## config.mk

```make
export PLATFORM = sky130hd
export DESIGN_NAME = redundant_command_frame_parser_core
export DESIGN_NICKNAME = d
export VERILOG_FILES = /design/src/rtl/core/rcfp_pkg.sv /design/src/rtl/core/rcfp_front.sv /design/src/rtl/core/rcfp_queue.sv /design/src/rtl/core/rcfp_back.sv /design/src/rtl/core/redundant_command_frame_parser_core.sv
export SDC_FILE = /design/constraint.sdc
export NUM_CORES = 1
export LEC_CHECK = 0
export BUFFER_PORTS_ARGS = -buffer_cell sky130_fd_sc_hd__buf_2
export CAP_MARGIN = 20
export CELL_PAD_IN_SITES_DETAIL_PLACEMENT = 1
export CELL_PAD_IN_SITES_GLOBAL_PLACEMENT = 2
export CORE_MARGIN = 2
export CORE_UTILIZATION = 43
export CTS_CLUSTER_SIZE = 40
export DETAILED_ROUTE_END_ITERATION = 6
export PLACE_DENSITY = 0.91
export SKIP_LAST_GASP = 1
export SYNTH_ARGS = -nofsm -noshare
export SYNTH_HDL_FRONTEND = slang
export SYNTH_SLANG_ARGS = --single-unit
```

## constraint.sdc

```tcl
create_clock -name clk -period 4.41 [get_ports clk]
set_clock_uncertainty 0.2 [all_clocks]
set_input_delay 0.6615 -clock clk [delete_from_list [all_inputs] [get_ports clk]]
set_output_delay 0.6615 -clock clk [all_outputs]
set_load 0.01 [all_outputs]
```

## src/rtl/core/rcfp_pkg.sv

```systemverilog
// ----------------------------------------------------------------------------
// rcfp_pkg
// Shared types and character constants for the command frame parser.
// ----------------------------------------------------------------------------
package rcfp_pkg;

  localparam logic [7:0] CH_OPEN  = 8'h3C;  // '<'
  localparam logic [7:0] CH_CLOSE = 8'h3E;  // '>'
  localparam logic [7:0] CH_UC_A  = 8'h41;  // 'A'
  localparam logic [7:0] CH_UC_Z  = 8'h5A;  // 'Z'
  localparam logic [7:0] CH_ZERO  = 8'h30;  // '0'
  localparam logic [7:0] CH_NINE  = 8'h39;  // '9'

  // Largest value that may still take a third digit, and the digit limit at it
  localparam logic [7:0] ACC_EDGE   = 8'd25;
  localparam logic [3:0] DIGIT_EDGE = 4'd5;

  // Classified received word, passed from front to back
  typedef struct packed {
    logic [7:0] raw;
    logic       is_open;
    logic       is_close;
    logic       is_letter;
    logic       is_digit;
    logic [3:0] digit;
  } rx_word_t;

endpackage

```

## src/rtl/core/rcfp_front.sv

```systemverilog
// ----------------------------------------------------------------------------
// rcfp_front
// Accepts received words and tags each with its character class.
// ----------------------------------------------------------------------------
module rcfp_front (
  input  logic              push,
  input  logic [7:0]        in_rx_byte,
  input  logic              q_full,
  output logic              q_wr,
  output rcfp_pkg::rx_word_t q_word
);
  import rcfp_pkg::*;

  logic [7:0] dig_off;

  assign dig_off = in_rx_byte - CH_ZERO;

  always_comb begin
    q_word.raw       = in_rx_byte;
    q_word.is_open   = (in_rx_byte == CH_OPEN);
    q_word.is_close  = (in_rx_byte == CH_CLOSE);
    q_word.is_letter = (in_rx_byte >= CH_UC_A) && (in_rx_byte <= CH_UC_Z);
    q_word.is_digit  = (in_rx_byte >= CH_ZERO) && (in_rx_byte <= CH_NINE);
    q_word.digit     = dig_off[3:0];
  end

  assign q_wr = push && !q_full;

endmodule

```

## src/rtl/core/rcfp_queue.sv

```systemverilog
// ----------------------------------------------------------------------------
// rcfp_queue
// Short FIFO of classified words between front and back.
// ----------------------------------------------------------------------------
module rcfp_queue #(
  parameter int DEPTH = 4
) (
  input  logic               clk,
  input  logic               rst_n,
  input  logic               wr,
  input  rcfp_pkg::rx_word_t wr_word,
  input  logic               rd,
  output rcfp_pkg::rx_word_t rd_word,
  output logic               full,
  output logic               avail
);
  import rcfp_pkg::*;

  localparam int PTR_W = (DEPTH > 1) ? $clog2(DEPTH) : 1;
  localparam int CNT_W = $clog2(DEPTH + 1);
  localparam logic [PTR_W-1:0] LAST = PTR_W'(DEPTH - 1);
  localparam logic [CNT_W-1:0] FULL_CNT = CNT_W'(DEPTH);

  rx_word_t         mem_r [DEPTH];
  logic [PTR_W-1:0] wp_r, wp_nxt;
  logic [PTR_W-1:0] rp_r, rp_nxt;
  logic [CNT_W-1:0] cnt_r, cnt_nxt;
  logic             do_wr, do_rd;

  assign do_wr = wr && (cnt_r != FULL_CNT);
  assign do_rd = rd && (cnt_r != '0);

  always_comb begin
    wp_nxt  = wp_r;
    rp_nxt  = rp_r;
    cnt_nxt = cnt_r;
    if (do_wr) begin
      wp_nxt = (wp_r == LAST) ? '0 : wp_r + 1'b1;
    end
    if (do_rd) begin
      rp_nxt = (rp_r == LAST) ? '0 : rp_r + 1'b1;
    end
    if (do_wr && !do_rd) begin
      cnt_nxt = cnt_r + 1'b1;
    end else if (do_rd && !do_wr) begin
      cnt_nxt = cnt_r - 1'b1;
    end
  end

  always_ff @(posedge clk) begin
    if (!rst_n) begin
      wp_r  <= '0;
      rp_r  <= '0;
      cnt_r <= '0;
    end else begin
      wp_r  <= wp_nxt;
      rp_r  <= rp_nxt;
      cnt_r <= cnt_nxt;
    end
  end

  always_ff @(posedge clk) begin
    if (do_wr) begin
      mem_r[wp_r] <= wr_word;
    end
  end

  assign rd_word = mem_r[rp_r];
  assign full    = (cnt_r == FULL_CNT);
  assign avail   = (cnt_r != '0);

endmodule

```

## src/rtl/core/rcfp_back.sv

```systemverilog
// ----------------------------------------------------------------------------
// rcfp_back
// Frame parser state machine with registered result slot.
// ----------------------------------------------------------------------------
module rcfp_back (
  input  logic               clk,
  input  logic               rst_n,
  input  logic               q_avail,
  input  rcfp_pkg::rx_word_t q_word,
  output logic               q_rd,
  output logic               empty,
  input  logic               pop,
  output logic [6:0]         out_cmd_letter,
  output logic [7:0]         out_cmd_value
);
  import rcfp_pkg::*;

  localparam logic [1:0] PH_OPEN   = 2'd0;
  localparam logic [1:0] PH_LETTER = 2'd1;
  localparam logic [1:0] PH_ARG1   = 2'd2;
  localparam logic [1:0] PH_ARG2   = 2'd3;

  logic [1:0] phase_r, phase_nxt;
  logic [6:0] letter_r, letter_nxt;
  logic [7:0] acc_r, acc_nxt;
  logic [1:0] dcnt_r, dcnt_nxt;
  logic [7:0] first_r, first_nxt;
  logic       res_vld_r, res_vld_nxt;
  logic [6:0] res_letter_r, res_letter_nxt;
  logic [7:0] res_value_r, res_value_nxt;

  logic       slot_free;
  logic       take_dig;
  logic       emit;
  logic [7:0] acc_x10;

  // slot frees up when empty or being taken this cycle
  assign slot_free = !res_vld_r || pop;
  assign q_rd      = q_avail && slot_free;

  assign acc_x10 = {acc_r[4:0], 3'b000} + {acc_r[6:0], 1'b0};

  always_comb begin
    take_dig = 1'b0;
    if (q_word.is_digit) begin
      if (dcnt_r < 2'd2) begin
        take_dig = 1'b1;
      end else if (dcnt_r == 2'd2) begin
        take_dig = (acc_r < ACC_EDGE) ||
                   ((acc_r == ACC_EDGE) && (q_word.digit <= DIGIT_EDGE));
      end
    end
  end

  always_comb begin
    phase_nxt      = phase_r;
    letter_nxt     = letter_r;
    acc_nxt        = acc_r;
    dcnt_nxt       = dcnt_r;
    first_nxt      = first_r;
    emit           = 1'b0;
    res_letter_nxt = res_letter_r;
    res_value_nxt  = res_value_r;
    if (q_rd) begin
      case (phase_r)
        PH_LETTER: begin
          if (q_word.is_letter) begin
            letter_nxt = q_word.raw[6:0];
            acc_nxt    = '0;
            dcnt_nxt   = '0;
            phase_nxt  = PH_ARG1;
          end else begin
            phase_nxt = PH_OPEN;
          end
        end
        PH_ARG1, PH_ARG2: begin
          if (take_dig) begin
            acc_nxt  = acc_x10 + {4'b0000, q_word.digit};
            dcnt_nxt = dcnt_r + 1'b1;
          end else if (phase_r == PH_ARG1) begin
            if (q_word.raw == {1'b0, letter_r}) begin
              first_nxt = acc_r;
              acc_nxt   = '0;
              dcnt_nxt  = '0;
              phase_nxt = PH_ARG2;
            end else begin
              phase_nxt = PH_OPEN;
            end
          end else begin
            if (q_word.is_close && (acc_r == first_r)) begin
              emit           = 1'b1;
              res_letter_nxt = letter_r;
              res_value_nxt  = acc_r;
            end
            phase_nxt = PH_OPEN;
          end
        end
        default: begin
          phase_nxt = q_word.is_open ? PH_LETTER : PH_OPEN;
        end
      endcase
    end
  end

  always_comb begin
    res_vld_nxt = res_vld_r;
    if (emit) begin
      res_vld_nxt = 1'b1;
    end else if (pop) begin
      res_vld_nxt = 1'b0;
    end
  end

  always_ff @(posedge clk) begin
    if (!rst_n) begin
      phase_r   <= PH_OPEN;
      letter_r  <= '0;
      acc_r     <= '0;
      dcnt_r    <= '0;
      first_r   <= '0;
      res_vld_r <= 1'b0;
    end else begin
      phase_r   <= phase_nxt;
      letter_r  <= letter_nxt;
      acc_r     <= acc_nxt;
      dcnt_r    <= dcnt_nxt;
      first_r   <= first_nxt;
      res_vld_r <= res_vld_nxt;
    end
  end

  always_ff @(posedge clk) begin
    res_letter_r <= res_letter_nxt;
    res_value_r  <= res_value_nxt;
  end

  assign empty          = !res_vld_r;
  assign out_cmd_letter = res_letter_r;
  assign out_cmd_value  = res_value_r;

endmodule

```

## src/rtl/core/redundant_command_frame_parser_core.sv

```systemverilog
// ----------------------------------------------------------------------------
// redundant_command_frame_parser_core
// Finds frames '<' L A L A '>' in a byte stream and reports verified commands.
// ----------------------------------------------------------------------------
// Usage
//   Input side is a queue: write a received byte on in_rx_byte with push while
//   full is low; one word may be taken every cycle.
//   Result side is a single-entry slot: while empty is low, out_cmd_letter/
//   out_cmd_value hold the verified command; pop takes it.
//   Each byte is tagged by the front end, parked in a QUEUE_DEPTH-word queue,
//   then consumed by the parser state machine at one word per cycle while
//   the result slot is free. With the queue otherwise empty, the closing '>'
//   word is written into the queue when accepted, then the parser step moves
//   it into the result register.
//   Throughput: one word per cycle while results are popped promptly; a
//   held result stalls the parser, the queue absorbs QUEUE_DEPTH words and
//   then full rises.
//   Reset (rst_n low, synchronous) empties queue and result slot and puts
//   the parser back to hunting for '<'.
// ----------------------------------------------------------------------------
module redundant_command_frame_parser_core #(
  parameter int QUEUE_DEPTH = 4
) (
  input  logic       clk,
  input  logic       rst_n,
  input  logic       push,
  output logic       full,
  input  logic [7:0] in_rx_byte,
  output logic       empty,
  input  logic       pop,
  output logic [6:0] out_cmd_letter,
  output logic [7:0] out_cmd_value
);
  import rcfp_pkg::*;

  rx_word_t fq_word;   // front -> queue
  rx_word_t qb_word;   // queue -> back
  logic     q_wr;
  logic     q_rd;
  logic     q_avail;

  // front: classify and write into the queue
  rcfp_front u_front (
    .push       (push),
    .in_rx_byte (in_rx_byte),
    .q_full     (full),
    .q_wr       (q_wr),
    .q_word     (fq_word)
  );

  // decoupling queue
  rcfp_queue #(
    .DEPTH (QUEUE_DEPTH)
  ) u_queue (
    .clk     (clk),
    .rst_n   (rst_n),
    .wr      (q_wr),
    .wr_word (fq_word),
    .rd      (q_rd),
    .rd_word (qb_word),
    .full    (full),
    .avail   (q_avail)
  );

  // back: parser and result slot
  rcfp_back u_back (
    .clk            (clk),
    .rst_n          (rst_n),
    .q_avail        (q_avail),
    .q_word         (qb_word),
    .q_rd           (q_rd),
    .empty          (empty),
    .pop            (pop),
    .out_cmd_letter (out_cmd_letter),
    .out_cmd_value  (out_cmd_value)
  );

  // a new result only ever follows a word taken by the parser
  a_res_from_word: assert property (@(posedge clk) disable iff (!rst_n)
    $fell(empty) |-> $past(q_rd))
    else $error("result appeared without a parsed word");

  // parser never takes a word while an unpopped result blocks the slot
  a_no_overrun: assert property (@(posedge clk) disable iff (!rst_n)
    (!empty && !pop) |-> !q_rd)
    else $error("parser stepped over a held result");

  // a parser read frees a queue place
  a_full_drains: assert property (@(posedge clk) disable iff (!rst_n)
    (full && q_rd) |=> !full)
    else $error("queue stayed full after a read");

endmodule
```

# Yosys cells after proc, flatten, opt, wreduce, memory -nomap -nowiden
# Memories as Yosys holds them, arrays and structs flattened. A register that Yosys moved wholly into a read port is not among the register bits.
# Cells that the tools add are included.
classes:
  muxes: 34
  n_eq_ne: 17
  magnitude_cmp: 7
  reduce_logical: 26
  add_sub_neg: 8
  n_bitwise: 2
ops:
  columns: ["cell", "n"]
  rows:
  - ["8-bit 2-to-1 mux", 4]
  - ["2-bit 2-to-1 mux", 12]
  - ["8-bit by 6-bit equality test with 1-bit output, second input constant", 2]
  - ["8-bit one-hot mux with 2 select lines", 1]
  - ["5-bit AND reduction", 3]
  - ["1-bit 2-to-1 mux", 13]
  - ["2-bit equality test, second input constant", 5]
  - ["1-bit logical AND", 10]
  - ["8-bit by 4-bit adder with 8-bit output", 1]
  - ["8-bit adder", 1]
  - ["8-bit by 5-bit equality test with 1-bit output, second input constant", 1]
  - ["8-bit by 7-bit equality test with 1-bit output", 1]
  - ["8-bit equality test", 1]
  - ["8-bit by 6-bit greater-or-equal comparator with 1-bit output, second input constant", 1]
  - ["8-bit by 7-bit greater-or-equal comparator with 1-bit output, second input constant", 1]
  - ["8-bit by 6-bit <= comparator with 1-bit output, second input constant", 1]
  - ["8-bit by 7-bit <= comparator with 1-bit output, second input constant", 1]
  - ["8-bit by 5-bit less-than comparator with 1-bit output, second input constant", 1]
  - ["2-bit one-hot mux with 2 select lines", 2]
  - ["2-bit by 1-bit adder with 2-bit output, second input constant", 3]
  - ["3-bit 2-to-1 mux", 2]
  - ["3-bit by 1-bit != test with 1-bit output, second input constant", 2]
  - ["2-bit nonzero test", 3]
  - ["4-bit by 3-bit <= comparator with 1-bit output, second input constant", 1]
  - ["other kinds (15)", 21]
totals:
  ramBits: 64
  out_inout_bits: 17
  mem_count: 1
  regBits: 50
  elab_cells: 106
  inputBits: 12
memory_table:
  columns: ["name", "depth", "width", "rd", "rd_ports_with_merged_regs", "write_ports", "line", "source"]
  rows:
  - ["u_queue.mem_r", 4, 16, 1, 1, 1, "rcfp_queue.sv:24", "rx_word_t mem_r [DEPTH];"]

# Longest topological paths before layout
logic_depth:
  depth_word: 10
  mapped_depth: 12

# By module
# From an unflattened synthesis, not the netlist that was laid out.
hier_totals:
  cells_unflattened: 344
  area_unflattened_um2: 5082.4
by_module_without_submodules:
  columns: ["module", "area_each_um2", "n_inst", "cells_per_inst"]
  rows:
  - ["rcfp_queue", 2827.7, 1, 135]
  - ["rcfp_back", 2074.5, 1, 184]
  - ["rcfp_front", 180.2, 1, 25]

# Least setup slack after synthesis
# OpenSTA, ideal clock, no wires.
synth_path:
  path_kind: "register to register"
  start: "register with a tool-made name"
  end: "register u_back.res_letter_r[0], in the netlist u_back.out_cmd_letter[0], enable pin"
  required_time_ns: 3.781
  setup_ns: 0.429
  period_less_slack_ns: 3.687
  stages_incl_launch_ff: 7
  n_path_buf: 1
  t_arrival_ns: 3.057
  slack_ns: 0.723
  cell_sequence: "dfxtp_1 -> buf_6 -> mux4_2 -> inv_1 -> a41oi_1 -> o21ai_1 -> nor4_1"
synth_rtl:
  columns: ["item", "line", "source"]
  rows:
  - ["to (signal assigned)", "rcfp_back.sv:133", "res_letter_r <= res_letter_nxt;"]
  - ["to (decl)", "rcfp_back.sv:29", "logic [6:0] res_letter_r, res_letter_nxt;"]

==> results.py <==
metrics = {
    "timing": {
        "finalHoldViolations": 0,
        "worstMarginPinSlew_ns": 0.832,
        "finalCritPeriodShare_pct": 76.9,
        "max_clock_freq_mhz": 295,
        "rsz0062_at_grt": "no",
        "fin_tns_setup_ns": 0,
        "min_period_ns": 3.39,
        "setup_slack_ns": 1.02,
        "slew_headroom_pct": 44.4,
        "finalSetupViolations": 0,
        "slew_viol_final": 0,
    },
    "yosys": {
        "ys_top_cells_by_area": "edfxtp_1 43%, dfxtp_1 17%, mux2i_1 6.3%",
        "synth_async_sr_flop_share_pct": 0,
        "yosys.area_share.simple_pct": 10.1,
        "synth_top_family_by_area": "multiplexers",
        "yosys.area.top_type": "edfxtp_1",
        "ys_seq_area_share_pct": 59.3,
        "synth_top_area_share_pct": 42.6,
        "avgSynthCellArea_um2": 13.4,
        "synth_fa_ha_area_share_pct": 6.15,
        "muxShareOfSynthArea_pct": 12.5,
        "synth-main-ff-cell": "edfxtp_1",
        "synth_cell_type_count": 44,
        "synth_xor_area_share_pct": 4.34,
        "yosys-top-cells-count": "63 x edfxtp_1, 37 x dfxtp_1, 37 x nand2_1, 28 x mux2i_1, 20 x xnor2_1",
        "netlist_instances": 330,
        "synth-seq-cells": 100,
        "synth-compound-area-share_pct": 4.54,
        "synth_nets": 362,
        "synth.most_common_cell": "edfxtp_1",
        "synth_area_um2": 4440,
        "yosysWarnings": 0,
        "synth-edff-count": 63,
    },
    "floorplanning": {
        "die_x_um": 106,
        "ioPinCount": 29,
        "core_area_um2": 10200,
        "num_rows": 37,
        "dieArea_um2": 11100,
        "dieHeight_um": 106,
        "start_util_pct": 43.6,
    },
    "setup_path": {
        "critical_path_arrival_ns": 3.49,
        "critPathRequiredTime_ns": 4.51,
        "path_class": "register to register",
        "r2r_slack_ns": 1.02,
        "startpoint_type": "register",
        "cp-end-kind": "register",
        "cp_max_fo": 19,
    },
    "cells_and_area": {
        "multi_input_area_um2": 1670,
        "seq_area_um2": 2630,
        "drive_gt1_share_pct": 16.3,
        "diodes": 0,
        "areaGrowthSynthToFinish_pct": 10.3,
        "nFillCells": 1073,
        "final_util_pct": 48.0,
        "final_nets": 394,
    },
    "cts": {
        "clk_path_buf_depth": 2,
        "clk-insertion-delay-late_ns": 0.38,
        "postCtsSetupBuffers": 0,
        "ctsResizeCount": 0,
        "cts_sinks": 100,
        "clock-root-buffer": "clkbuf_8",
        "cts_buffers": 9,
        "cts_tree": "yes",
        "cts_hold_buf": 0,
        "htreeDepth": 3,
        "clk_pin_slew_ns": 0.10,
    },
    "place": {
        "gp_congestion": 0.845,
        "dp_slack_ns": 1.06,
        "io_buffers": 28,
        "dp_hpwl_um": 6220,
    },
    "route": {
        "dr_total_vias": 2598,
        "final_antenna_net_count": 0,
        "vias_per_cell": 5.17,
        "wl_per_cell_um": 17.3,
        "drtIter0Drc": 111,
        "totalWireLength_um": 8700,
        "drcViolationCount": 0,
        "firstDrtPassIters": 4,
    },
    "power_and_ir_drop": {
        "power_density_nw_per_um2": 463,
        "vdd_drop_max_mv": 0.250,
        "p_leak_nw": 1.78,
    },
    "worst_hold_path": {
        "hold_class": "register to register",
    },
    "outcome": {
        "status": "completed",
    },
    "global_route": {
        "grtUsageTotal_pct": 16.7,
        "grt_pass1_wl_um": 14300,
        "grt_antenna_before_repair": 0,
        "grt_pass1_vias": 2821,
        "overflow": 0,
        "grt_max_degree": 37,
    },
    "flow_run": {
        "maxCapViolCount": 0,
    },
}
==> path summary, 6_finish.rpt <==
check | start | to | depth (start not counted)
worst max-delay path | register | u_back.acc_r[7] | 11
worst min-delay path | u_back.dcnt_r[0] | u_back.dcnt_r[0] | 2
worst max register to register | register | u_back.acc_r[7] | 11
worst min register to register | u_back.dcnt_r[0] | u_back.dcnt_r[0] | 2
==> state kept, by name (all words and copies together), names as in the netlist, named ones only <==
name                   count
u_back.dcnt_r              2
u_back.out_cmd_value       8
u_back.phase_r             2
u_back.first_r             8
u_queue.rp_r               2
u_queue.cnt_r              3
u_back.out_cmd_letter      7
u_back.acc_r               8
u_queue.mem_r             48
u_queue.wp_r               2
u_back.letter_r            7
u_back.res_vld_r           1
==> metal layers <==
metal  vias to the layer above  GRT usage (%)  wire length [um]
li1                       1263              -                 -
met1                      1279           20.2              3730
met2                        44           29.5              4570
met3                        12           3.46               257
met4                         0           6.02               148
met5                         -              0                 0
==> kinds of logic after synthesis <==
group / Yosys count
adder cells (fa/ha/maj): 20
flip-flops: 100
AO/OA/AOI/OAI: 29
buffers and inverters: 29
multiplexers: 40
XOR/XNOR: 22
AND/OR/NAND/NOR: 90
==> through the flow <==
stage               total power [mW]  cells  hold slack (ns)  area (um^2)
CTS                             2.30    503            0.275         4890
detailed placement              1.74    487            0.261         4710
finish                          2.26    503            0.269         4890
global route                    2.40    503            0.308         4890
global placement                1.71    487            0.246         4710
floorplan                       1.60    330            0.238         4440
==> report_power, final <==
part | switching [mW] | internal (mW) | leakage [nW]
sequential | 0.0732 | 1.08 | 0.840
clock | 0.340 | 0.217 | 0.0873
combinational | 0.293 | 0.261 | 0.850
==> area by class of cell <==
cell class                 count  share of cell area [%]
timing repair buffer          31                    3.32
clock inverter                 6                    1.13
clock buffer                  10                    2.61
tap                          136                    3.48
sequential                   100                    53.8
multi-input combinational    201                    34.2
inverter                      19                    1.46
==> worst max-delay path, stage by stage, from the launching register on <==
cell and delay [ns]:
dfxtp_1 0.79, mux4_2 0.39, inv_1 0.08, fa_1 0.59
inv_1 0.06, ha_1 0.29, a21o_1 0.16, a21oi_1 0.22
o21ai_0 0.15, xnor2_1 0.16, nand2_1 0.06, mux2i_1 0.15
==> cells in the final DEF (no fill, tap or decap), types with 4 or more instances in the layout <==
master	n
nor3_1	4
nand3_1	4
and2_1	5
clkbuf_8	9
a21oi_1	7
mux4_2	11
mux2i_1	28
nor2_1	10
nor2b_1	13
edfxtp_1	63
ha_1	17
inv_1	19
buf_2	28
xnor2_1	20
nand2_1	37
dfxtp_1	37
(Power assumes the default switching activity.)
